## src/design/ffba_div.sv

```systemverilog
`timescale 1ns / 1ps

// Division by a constant through a multiply by its rounded-up reciprocal. The quotient
// is exact for every dividend of DW bits. The remainder comes from a multiply back and
// a subtract in the cycle after the quotient, and done rises together with the remainder.
module ffba_div #(
	parameter int DIVISOR = 64,
	parameter int DW      = 17
) (
	input  logic                         clk,
	input  logic                         arst_n,
	input  logic                         start,
	input  logic [DW-1:0]                dividend,
	output logic                         done,
	output logic [DW-1:0]                quotient,
	output logic [$clog2(DIVISOR)-1:0]   remainder
);
	localparam int LW = $clog2(DIVISOR);
	localparam int SH = DW + LW;
	localparam int MW = DW + 1;
	localparam int PW = DW + MW;
	localparam longint unsigned RECIP =
		((64'd1 << SH) + 64'(DIVISOR) - 64'd1) / 64'(DIVISOR);
	localparam logic [MW-1:0] RECIP_M = MW'(RECIP);

	logic          vld_s1;
	logic          vld_s2;
	logic          done_q;
	logic [DW-1:0] num_q;
	logic [DW-1:0] quo_q;
	logic [LW-1:0] rem_q;
	logic [PW-1:0] prod;
	logic [DW-1:0] back;
	logic [DW-1:0] diff;

	assign prod = PW'(num_q) * PW'(RECIP_M);
	assign back = quo_q * DW'(DIVISOR);
	assign diff = num_q - back;

	always_ff @(posedge clk or negedge arst_n) begin
		if (!arst_n) begin
			vld_s1 <= 1'b0;
			vld_s2 <= 1'b0;
			done_q <= 1'b0;
		end else begin
			vld_s1 <= start;
			vld_s2 <= vld_s1;
			done_q <= vld_s2;
		end
	end

	always_ff @(posedge clk) begin
		if (start)
			num_q <= dividend;
		if (vld_s1)
			quo_q <= DW'(prod[PW-1:SH]);
		if (vld_s2)
			rem_q <= diff[LW-1:0];
	end

	assign done      = done_q;
	assign quotient  = quo_q;
	assign remainder = rem_q;
endmodule

```

## config.mk

```make
export PLATFORM = sky130hd
export DESIGN_NAME = ffba_div
export DESIGN_NICKNAME = d
export VERILOG_FILES = /design/src/design/ffba_div.sv
export SDC_FILE = /design/constraint.sdc
export NUM_CORES = 1
export LEC_CHECK = 0
export BUFFER_PORTS_ARGS = -buffer_cell sky130_fd_sc_hd__buf_2
export CAP_MARGIN = 20
export CORE_ASPECT_RATIO = 0.6
export CORE_MARGIN = 5
export CORE_UTILIZATION = 45
export CTS_CLUSTER_SIZE = 8
export DETAILED_ROUTE_END_ITERATION = 7
export PLACE_DENSITY = 0.72
export SYNTH_ARGS = -nofsm -noshare
export SYNTH_HDL_FRONTEND = slang
export SYNTH_SLANG_ARGS = --single-unit
```

## constraint.sdc

```tcl
create_clock -name clk -period 2.1 [get_ports clk]
set_clock_uncertainty 0.05 [all_clocks]
set_input_delay 0.21 -clock clk [delete_from_list [all_inputs] [get_ports clk]]
set_output_delay 0.21 -clock clk [all_outputs]
set_load 0.1 [all_outputs]
```

# Word-level counts from Yosys, hierarchy flattened
# Index checks and enable logic that the tools add are counted.
# W data, S select, Z words.
# totals
regBits	37
latchBits	0
ram_bits	0
rom_bits	0
input_bits	20
out_inout_bits	24
n_memories	0
# classes
n_addsub	1
n_mul	0
div_mod_pow	0
n_lt_le_gt_ge	0
eq_ne	0
n_shift	0
muxes	0
bitwise_logic	0
n_reduce_logical	0
# ops
op	count
$sub A6 B1 Y6 const B	1

# Depth between registers and ports, before layout
# Gate-level depths: netlist of the first run.
# logic_depth
ltp_word	1
ltp_mapped	1
depth_no_buf	0

# Least setup slack after synthesis of the first run
# OpenSTA, ideal clock, no wires.
# synth_path
path_kind	reg2out
startpoint	register quo_q[0], in the netlist quotient[0]
endpoint	output port quotient[0]
t_arrival_ns	0.904
slack_ns	0.936
path_stages_with_launch	1
n_path_buf	0
path_cell_list	edfxtp_1
# synth_lines
item	line_no	text
start: declaration	30	logic [DW-1:0] quo_q;
start signal: assignment	56	quo_q <= DW'(prod[PW-1:SH]);
end: declaration	15	output logic [DW-1:0] quotient,
# No word-level cell between the ends.

# Worst setup path in the final report of the first run
# layout_path
startpoint	register rem_q[2], in the netlist remainder[2]
endpoint	output port remainder[2]
# layout_lines
item	line_no	text
start: declaration	31	logic [LW-1:0] rem_q;
start signal: assignment	58	rem_q <= diff[LW-1:0];
end: declaration	16	output logic [$clog2(DIVISOR)-1:0] remainder
# No word-level cell between the ends.

==> impl_results.md, run 1 <==
- Seq pwr share: 53.9%
- R2R Setup Slk: 1040 ps
- CP endpoint: remainder[2]
- Synth warn: 0
- HP Start: dividend[4]
- Ant. Diodes: 0
- Pre-Repair DR Iteration Count: 3
- FF-to-FF path depth: 0
- Unrepaired setup endpoints after global routing: no
- Post-synth top flop: edfxtp_1
- Final hold slack: 49.8 ps
- Clock slew at reported path FFs: 70 ps
- Max-Cap Viols: 0
- Starting density of the core: around 46%
- Tmin final: between 1000 and 1500 ps
- Crit-path slowest cell: buf_2
- Async SR Flop Fraction: 8.11%
- Power Dens Cells: 1150 nW/um2
- Die Ht: just under 50 um
- Placed Cells: 112
- Simple-Gate Fraction of Synth Area: 0%
- Die W: 75.1 um
- WL/cell: ~13 um
- FF+latch count, synth: 37
- Antenna violations before repair: 0
- Top Family by Delay on Critical Path: buffers and inverters
- Std-Cell Rows: 14
- Sink Count: 37
- Sequential share of the synthesized area: 95.7%
- Worst hold-check path type: in2reg
- Number of global-route vias before repair: roughly 570
- Status: finished, final reports clean
- Setup TNS: 0 ps
- Pins Over Slew Limit: 0
- Post-synthesis compound-gate area fraction: 0%
- Vias post-DR: 527
- Largest net degree at the start of global routing: 19
- Crit path cell chain: buf_2
- Drt total wl: about 1.6 mm
- Total power: approximately 1.7 mW
- Total gr overflow: 0
- Hold depth: 1
- EDFF count, synth: 34
- Final period util: 61.8%
- Max incr delay on CP: 430 ps
- Total track usage: 9.87%
- Clock power share: between 20% and 30%
- First-pass GRT wire length: 2.49 mm
- Mapped Cells: 44
- Top cells by count, synth: edfxtp_1 (34), buf_4 (6), dfrtp_1 (3)
- # setup viols final: 0
- Comb power frac: 18.6%
- CTS tree: yes
- Area of the die: roughly 3700 um2
- Critical-path maximum fanout: 1
- Drt first-iter violations: 10
- Crit. End Element: primary output
- Crit path launch type: flop
- Finished Layout Cells: 121
- Postcts setup bufs: 0
- Worst EP arrival: 1040 ps
- Data required time of the critical path: 1840 ps
- Critical path launch point: remainder[2]$_DFFE_PP_
- WP depth: 1
- Top-area cell type share of the netlist area: about 89%
- Yosys cell types: 4
- Crit path kind: reg2out
- Synth area leaders: edfxtp_1 (89%), dfrtp_1 (6.6%), buf_4 (3.9%)
- Post-synthesis mux area share: 0%
- P&R area growth vs syn: 25.8%
- Switch share: 31.6%
- Synthesized area: 1140 um2
- Yosys top cell by area: edfxtp_1
- Vias/cell: 4.36
- Internal power: 1.13 mW
- Synth Area in XOR/XNOR: 0%
- Maximum clock rate: 0.771 GHz
- Fin nets: ~110
- Count leader, synth: edfxtp_1
- Worst R2R Start: vld_s1$_DFF_PN0_
- Deepest clock path buffer count: 2
- DRC errors left: 0
- Adder-cell share of the synthesized area: 0%
- Core Box Area: 2470 um2
- Worst-Skew Late Latency: 280 ps
- Final ANT Viol Nets: 0
- Mapped Avg Cell Area: 26.0 um2
- CTS H-Tree Depth: 2
- Fin. Hold Viols: 0
- WP buf/inv: 1
- Port Buf Inserts: 37
- NetSw: 0.521 mW
- Share of post-route cells with drive strength above 1: 50.6%
- Worst reg2reg endpoint: quotient[3]$_DFFE_PP_
- Clock tree root buffer cell: clkbuf_8
- Leak: 0.581 nW
- IO Count: 44
- Hpwl dp: 1.11 mm
- Worst vdd ir: 0.563 mV
- TritonCTS Buffers: 5
- RD Place Congestion: ~0.73
- Largest family of logic cells by synthesized area: buffers and inverters
sequential cells by signal, summed over array words and instances (netlist names):
signal     count
vld_s1         1
vld_s2         1
quotient      11
remainder      6
done           1
num_q         17
final cells by class:
class | instances | area, um2
Sequential cell | 37 | 1100
Fill cell | 198 | 1030
Timing Repair Buffer | 38 | 195
Clock buffer | 5 | 68.8
Tap cell | 32 | 40.0
Multi-Input combinational cell | 6 | 22.5
Clock inverter | 3 | 17.5
worst min path at each step:
stage	to	slack [ps]
6_report	num_q[4]$_DFFE_PP_	50
5_1_grt	num_q[15]$_DFFE_PP_	30
4_1_cts	num_q[4]$_DFFE_PP_	40
3_5_place_dp	done$_DFF_PN0_	-40
3_3_place_gp	done$_DFF_PN0_	-40
2_1_floorplan	done$_DFF_PN0_	-140
power by group through the flow:
stage / Clock [mW] / Combinational, mW / Sequential [mW]
CTS: 0.475 / 0.308 / 0.891
global route: 0.508 / 0.313 / 0.896
finish: 0.455 / 0.307 / 0.890
global placement: 0 / 0.305 / 0.904
floorplan: 0 / 0.0551 / 1.11
detailed placement: 0 / 0.306 / 0.906
kinds of logic (layout without fill, tap and decap cells):
family                 after synthesis  in the layout
DFF                                 37             37
buffers and inverters                6             46
other                                1              6
cell usage in the layout (no fill, tap or decap):
cell type	count
edfxtp_1	34
clkbuf_8	5
conb_1	6
dfrtp_1	3
clkinvlp_4	1
clkinv_2	2
dlygate4sd3_1	1
buf_2	37
metrics by stage:
step           setup slack, ps  cell area [um2]  utilization [%]
2_1_floorplan              936             1160                -
3_3_place_gp              1050             1340             54.4
3_5_place_dp              1030             1340             54.4
4_1_cts                    782             1440             58.3
5_1_grt                    766             1440             58.3
6_report                   802             1440             58.3
timing repair:
item | 4_1_cts | 5_1_grt
hold buffers | 1 | 0
resized for setup | 0 | 0
hold endpoints to repair | 3 | 0
routing by layer:
| metal | up-vias | GRT usage (%) | part of all wire [%] |
|---|---|---|---|
| met4 | 0 | 5.33 | 1.9 |
| met2 | 25 | 16.8 | 56 |
| met1 | 256 | 9.17 | 32 |
| met5 | - | 0 | 0 |
| li1 | 242 | - | - |
| met3 | 4 | 5.56 | 10 |
Note: power is estimated with default switching activity, not from simulation.
==> run 2, diff against run 1 <==
clock period = 1.3 ns   (was 2.1 ns; I/O delays follow)
==> run 2 against run 1 <==
Critical path depth unchanged. Largest cell class unchanged. Final cell count up 15%. Critical endpoint is now quotient[7]. Combinational power up 78%. Via count up 9.7%.
==> impl_results.md, run 2 (synthesis results as in run 1) <==
- Status: finished, final reports clean (unchanged)
- Worst R2R Start: vld_s2$_DFF_PN0_ (was vld_s1$_DFF_PN0_)
- Crit-path slowest cell: buf_2 (unchanged)
- P&R area growth vs syn: 41.1% (was 25.8%)
- TritonCTS Buffers: 5 (unchanged)
- Number of global-route vias before repair: 643 (was 567)
- Std-Cell Rows: 14 (unchanged)
- Placed Cells: 114 (was 112)
- Tmin final: 1210 ps
- Max incr delay on CP: 420 ps (was 430 ps)
- Clock slew at reported path FFs: 60 ps (was 70 ps)
- Unrepaired setup endpoints after global routing: no (unchanged)
- Setup TNS: 0 ps (unchanged)
- Port Buf Inserts: 37 (unchanged)
- Top Family by Delay on Critical Path: buffers and inverters (unchanged)
- Most frequent cells in the layout: buf_2 (37), edfxtp_1 (34), dlygate4sd3_1 (18), conb_1 (6), clkbuf_8 (5) (was buf_2 (37), edfxtp_1 (34), conb_1 (6), clkbuf_8 (5), dfrtp_1 (3))
- Share of post-route cells with drive strength above 1: 41.1% (was 50.6%)
- Crit path cell chain: buf_2 (unchanged)
- Post_cts resized: 0 (unchanged)
- Crit path kind: reg2out (unchanged)
- Maximum clock rate: between 0.8 and 0.9 GHz
- Die Ht: 49.1 um (unchanged)
- Pre-Repair DR Iteration Count: 4 (was 3)
- Largest net degree at the start of global routing: 19 (unchanged)
- RD Place Congestion: 0.740 (was 0.734)
- IO Count: 44 (unchanged)
- Total gr overflow: 0 (unchanged)
- Vias/cell: 4.16 (was 4.36)
- Drt total wl: 1.75 mm (was 1.62 mm)
- Die W: 75.1 um (unchanged)
- Sink Count: 37 (unchanged)
- Pins Over Slew Limit: 0 (unchanged)
- WP buf/inv: 1 (unchanged)
- Register bank with the most flops: num_q (unchanged)
- Crit. End Element: primary output (unchanged)
- First-pass GRT wire length: 2.83 mm (was 2.49 mm)
- Fin nets: 127 (was 108)
- Finished Layout Cells: 139 (was 121)
- Hold-fix buffers, CTS: 18 (was 1)
- Postcts setup bufs: 0 (unchanged)
- Starting density of the core: 46.4% (unchanged)
- Crit path launch type: flop (unchanged)
- Total track usage: 10.7% (was 9.87%)
- Fin. Hold Viols: 0 (unchanged)
- Critical path launch point: quotient[7]$_DFFE_PP_ (was remainder[2]$_DFFE_PP_)
- Vias post-DR: 578 (was 527)
- Antenna violations before repair: 0 (unchanged)
- Power Dens Cells: 1660 nW/um2 (was 1150 nW/um2)
- DRC errors left: 0 (unchanged)
- Ant. Diodes: 0 (unchanged)
- Commonest non-fill, non-tap cell in the layout: buf_2 (unchanged)
- CTS H-Tree Depth: 2 (unchanged)
- Final ANT Viol Nets: 0 (unchanged)
- Clock tree root buffer cell: clkbuf_8 (unchanged)
- Final period util: 92.9%
- Critical-path maximum fanout: 1 (unchanged)
- Worst-Skew Late Latency: 270 ps (was 280 ps)
- Worst vdd ir: 1.06 mV (was 0.563 mV)
- Data required time of the critical path: 1120 ps (was 1840 ps)
- Area of the die: 3690 um2 (unchanged)
- Max-Cap Viols: 0 (unchanged)
- Worst hold-check path type: in2async (was in2reg)
- Max reg flops: 17 (unchanged)
- Drt first-iter violations: 30 (was 10)
- CTS tree: yes (unchanged)
- Worst EP arrival: 1030 ps (was 1040 ps)
- Leak: 0.656 nW (was 0.581 nW)
- Core Box Area: 2470 um2 (unchanged)
- Deepest clock path buffer count: 2 (unchanged)
- # setup viols final: 0 (unchanged)
- WL/cell: 12.6 um (was 13.4 um)
==> run 2: cell types whose count changed in the layout (fill, tap and decap cells not counted) <==
cell | previous run | this run
clkbuf_1 | 0 | 1
clkinv_1 | 0 | 1
dlygate4sd3_1 | 1 | 18
clkinv_2 | 2 | 0
clkinvlp_4 | 1 | 0
buf_4 | 0 | 2
==> run 2: final cells by class <==
cell class / count / area (um2)
flip-flops and latches: 37 / 1100
fillers: 181 / 855
repair buffers: 57 / 380
clock buffers: 6 / 72.6
well taps: 32 / 40.0
multi-input cells: 6 / 22.5
clock inverters: 1 / 3.75
==> run 2: worst paths after layout <==
kind | to | slack [ps] | cells past startpoint
max | quotient[7] | 90 | 1
min | done$_DFF_PN0_ | 130 | 2
max reg2reg | remainder[5]$_DFFE_PP_ | 440 | 0
min reg2reg | quotient[9]$_DFFE_PP_ | 370 | 0
max in group asynchronous | vld_s1$_DFF_PN0_ | 960 | 2
min in group clk | vld_s1$_DFF_PN0_ | 140 | 1
==> run 2: power breakdown <==
| group | switching [mW] | internal, mW | leakage [nW] |
|---|---|---|---|
| clock | 0.342 | 0.361 | 0.0387 |
| combinational | 0.458 | 0.0880 | 0.250 |
| sequential | 0.0238 | 1.41 | 0.368 |
==> run 2: through the flow <==
stage / hold slack (ps) / utilization (%) / power [mW] / worst slack, ps / instance area [um2]
floorplan: -216 / - / 1.89 / 216 / 1160
global placement: -121 / 55.0 / 1.96 / 393 / 1360
detailed placement: -116 / 55.0 / 1.96 / 377 / 1360
CTS: 123 / 65.4 / 2.70 / 77.1 / 1620
global route: 142 / 65.4 / 2.78 / 49.4 / 1620
finish: 129 / 65.4 / 2.68 / 92.6 / 1620
==> run 2: per-layer routing <==
layer	GRT usage (%)	routed length (um)	up-vias
li1	-	-	280
met1	10.5	618	275
met2	19.5	970	23
met3	5.35	160	0
met4	2.66	0	0
met5	0	0	-
==> run 3, diff against run 2 <==
ABC_AREA = 1   (was not set)
PLACE_DENSITY = 0.81   (was 0.72)
==> run 3 against run 2 <==
Non-clock buffer count decreased by 2. Critical path depth unchanged. First-iteration DRC count decreased by 40%. Hold slack got worse by 12 ps.
==> impl_results.md, run 3 (synthesis results as in run 1) <==
- Commonest non-fill, non-tap cell in the layout: buf_2 (unchanged)
- Final instance area: 1640 um2 (was 1620 um2)
- Worst-Skew Late Latency: 280 ps (was 270 ps)
- Antenna violations before repair: 0 (unchanged)
- Pins Over Slew Limit: 0 (unchanged)
- Clock tree root buffer cell: clkbuf_8 (unchanged)
- Post_cts resized: 0 (unchanged)
- Starting density of the core: 46.4% (unchanged)
- CP endpoint: quotient[0] (was quotient[7])
- Register bank with the most flops: num_q (unchanged)
- Setup TNS: 0 ps (unchanged)
- Number of global-route vias before repair: 601 (was 643)
- Core Box Area: 2470 um2 (unchanged)
- Die W: 75.1 um (unchanged)
- Fin. Hold Viols: 0 (unchanged)
- Total gr overflow: 0 (unchanged)
- Crit path kind: reg2out (unchanged)
- IO Count: 44 (unchanged)
- RD Place Congestion: 0.644 (was 0.740)
- Vias post-DR: 565 (was 578)
- Maximum clock rate: 0.809 GHz (was 0.828 GHz)
- Max reg flops: 17 (unchanged)
- Data required time of the critical path: 1120 ps (about the same)
- Area of the die: 3690 um2 (unchanged)
- First-pass GRT wire length: 2.86 mm (was 2.83 mm)
- Max-Cap Viols: 0 (unchanged)
- Leak: 0.665 nW (was 0.656 nW)
- TritonCTS Buffers: 5 (unchanged)
- Status: finished, final reports clean (unchanged)
- DRC errors left: 0 (unchanged)
- Crit. End Element: primary output (unchanged)
- CTS H-Tree Depth: 2 (unchanged)
- P&R area growth vs syn: 43.6% (was 41.1%)
- Fin nets: 125 (was 127)
- Postcts setup bufs: 0 (unchanged)
- Drt total wl: 1.82 mm (was 1.75 mm)
- WL/cell: 13.2 um (was 12.6 um)
- Most frequent cells in the layout: buf_2 (37), edfxtp_1 (34), dlygate4sd3_1 (18), conb_1 (6), clkbuf_8 (6) (was buf_2 (37), edfxtp_1 (34), dlygate4sd3_1 (18), conb_1 (6), clkbuf_8 (5))
- Sink Count: 37 (unchanged)
- Final period util: 95.1% (was 92.9%)
- Crit path cell chain: buf_2 (unchanged)
- Share of post-route cells with drive strength above 1: 42.5% (was 41.1%)
- Hold-fix buffers, CTS: 18 (unchanged)
- Worst slack, placed: 261 ps (was 377 ps)
- Total track usage: 11.3% (was 10.7%)
- Ant. Diodes: 0 (unchanged)
- Power Dens Cells: 1810 nW/um2 (was 1660 nW/um2)
- Worst reg2reg endpoint: quotient[10]$_DFFE_PP_ (was remainder[5]$_DFFE_PP_)
- WP depth: 1 (unchanged)
- Unrepaired setup endpoints after global routing: no (unchanged)
- Std-Cell Rows: 14 (unchanged)
- WP buf/inv: 1 (unchanged)
- Worst hold-check path type: in2async (unchanged)
- R2R Setup Slk: 280 ps (was 440 ps)
- Tmin final: 1240 ps (was 1210 ps)
- Final hold slack: 117 ps (was 129 ps)
- FF-to-FF path depth: 0 (unchanged)
- Fin util: 66.6% (was 65.4%)
- Finished Layout Cells: 138 (was 139)
- Worst vdd ir: 1.04 mV (was 1.06 mV)
- Vias/cell: 4.09 (was 4.16)
- # setup viols final: 0 (unchanged)
- Pre-Repair DR Iteration Count: 4 (unchanged)
- Worst R2R Start: vld_s1$_DFF_PN0_ (was vld_s2$_DFF_PN0_)
- Die Ht: 49.1 um (unchanged)
- Critical-path maximum fanout: 1 (unchanged)
- Port Buf Inserts: 37 (unchanged)
- Drt first-iter violations: 18 (was 30)
- Deepest clock path buffer count: 2 (unchanged)
- Final ANT Viol Nets: 0 (unchanged)
- Setup ws final: 63.7 ps (was 92.6 ps)
- Clock slew at reported path FFs: 70 ps (was 60 ps)
- Crit path launch type: flop (unchanged)
- Top Family by Delay on Critical Path: buffers and inverters (unchanged)
- CTS tree: yes (unchanged)
- Critical path launch point: quotient[0]$_DFFE_PP_ (was quotient[7]$_DFFE_PP_)
- Area of placed instances: 1340 um2 (was 1360 um2)
- Worst EP arrival: 1060 ps (was 1030 ps)
- Crit-path slowest cell: buf_2 (unchanged)
- Placed Cells: 112 (was 114)
- Max incr delay on CP: 430 ps (was 420 ps)
- Total power: 2.97 mW (was 2.68 mW)
- Largest net degree at the start of global routing: 19 (unchanged)
==> run 3: changes by cell type in the layout (fill, tap and decap cells not counted) <==
cell        change
clkbuf_1        -1
bufinv_16       +1
clkinvlp_4      +1
clkbuf_8        +1
buf_4           -2
clkinv_1        -1
==> run 3: layout make-up <==
type	count	area (um2)
Clock buffer	6	82.6
Clock inverter	2	37.5
Fill cell	163	826
Multi-Input combinational cell	6	22.5
Sequential cell	37	1100
Tap cell	32	40.0
Timing Repair Buffer	55	365
==> run 3: where the power goes <==
| part | total [mW] | switching, mW | internal (mW) |
|---|---|---|---|
| Clock | 1.00 | 0.378 | 0.623 |
| Sequential | 1.44 | 0.0303 | 1.41 |
| Combinational | 0.537 | 0.453 | 0.0841 |
==> run 3: layer usage <==
layer	share of wire [%]	track usage, %	up-vias
met4	0.94	6.21	0
li1	-	-	275
met3	11	6.17	2
met5	0	0	-
met1	34	10.9	264
met2	54	18.8	24
==> run 3: worst min-delay path by stage <==
| stage | from | end | slack [ps] | depth (start not counted) |
|---|---|---|---|---|
| finish | arst_n | done$_DFF_PN0_ | 120 | 2 |
| global route | arst_n | done$_DFF_PN0_ | 120 | 2 |
| CTS | arst_n | done$_DFF_PN0_ | 110 | 2 |
| detailed placement | arst_n | done$_DFF_PN0_ | -120 | 1 |
| global placement | arst_n | vld_s1$_DFF_PN0_ | -120 | 1 |
| floorplan | arst_n | done$_DFF_PN0_ | -220 | 0 |
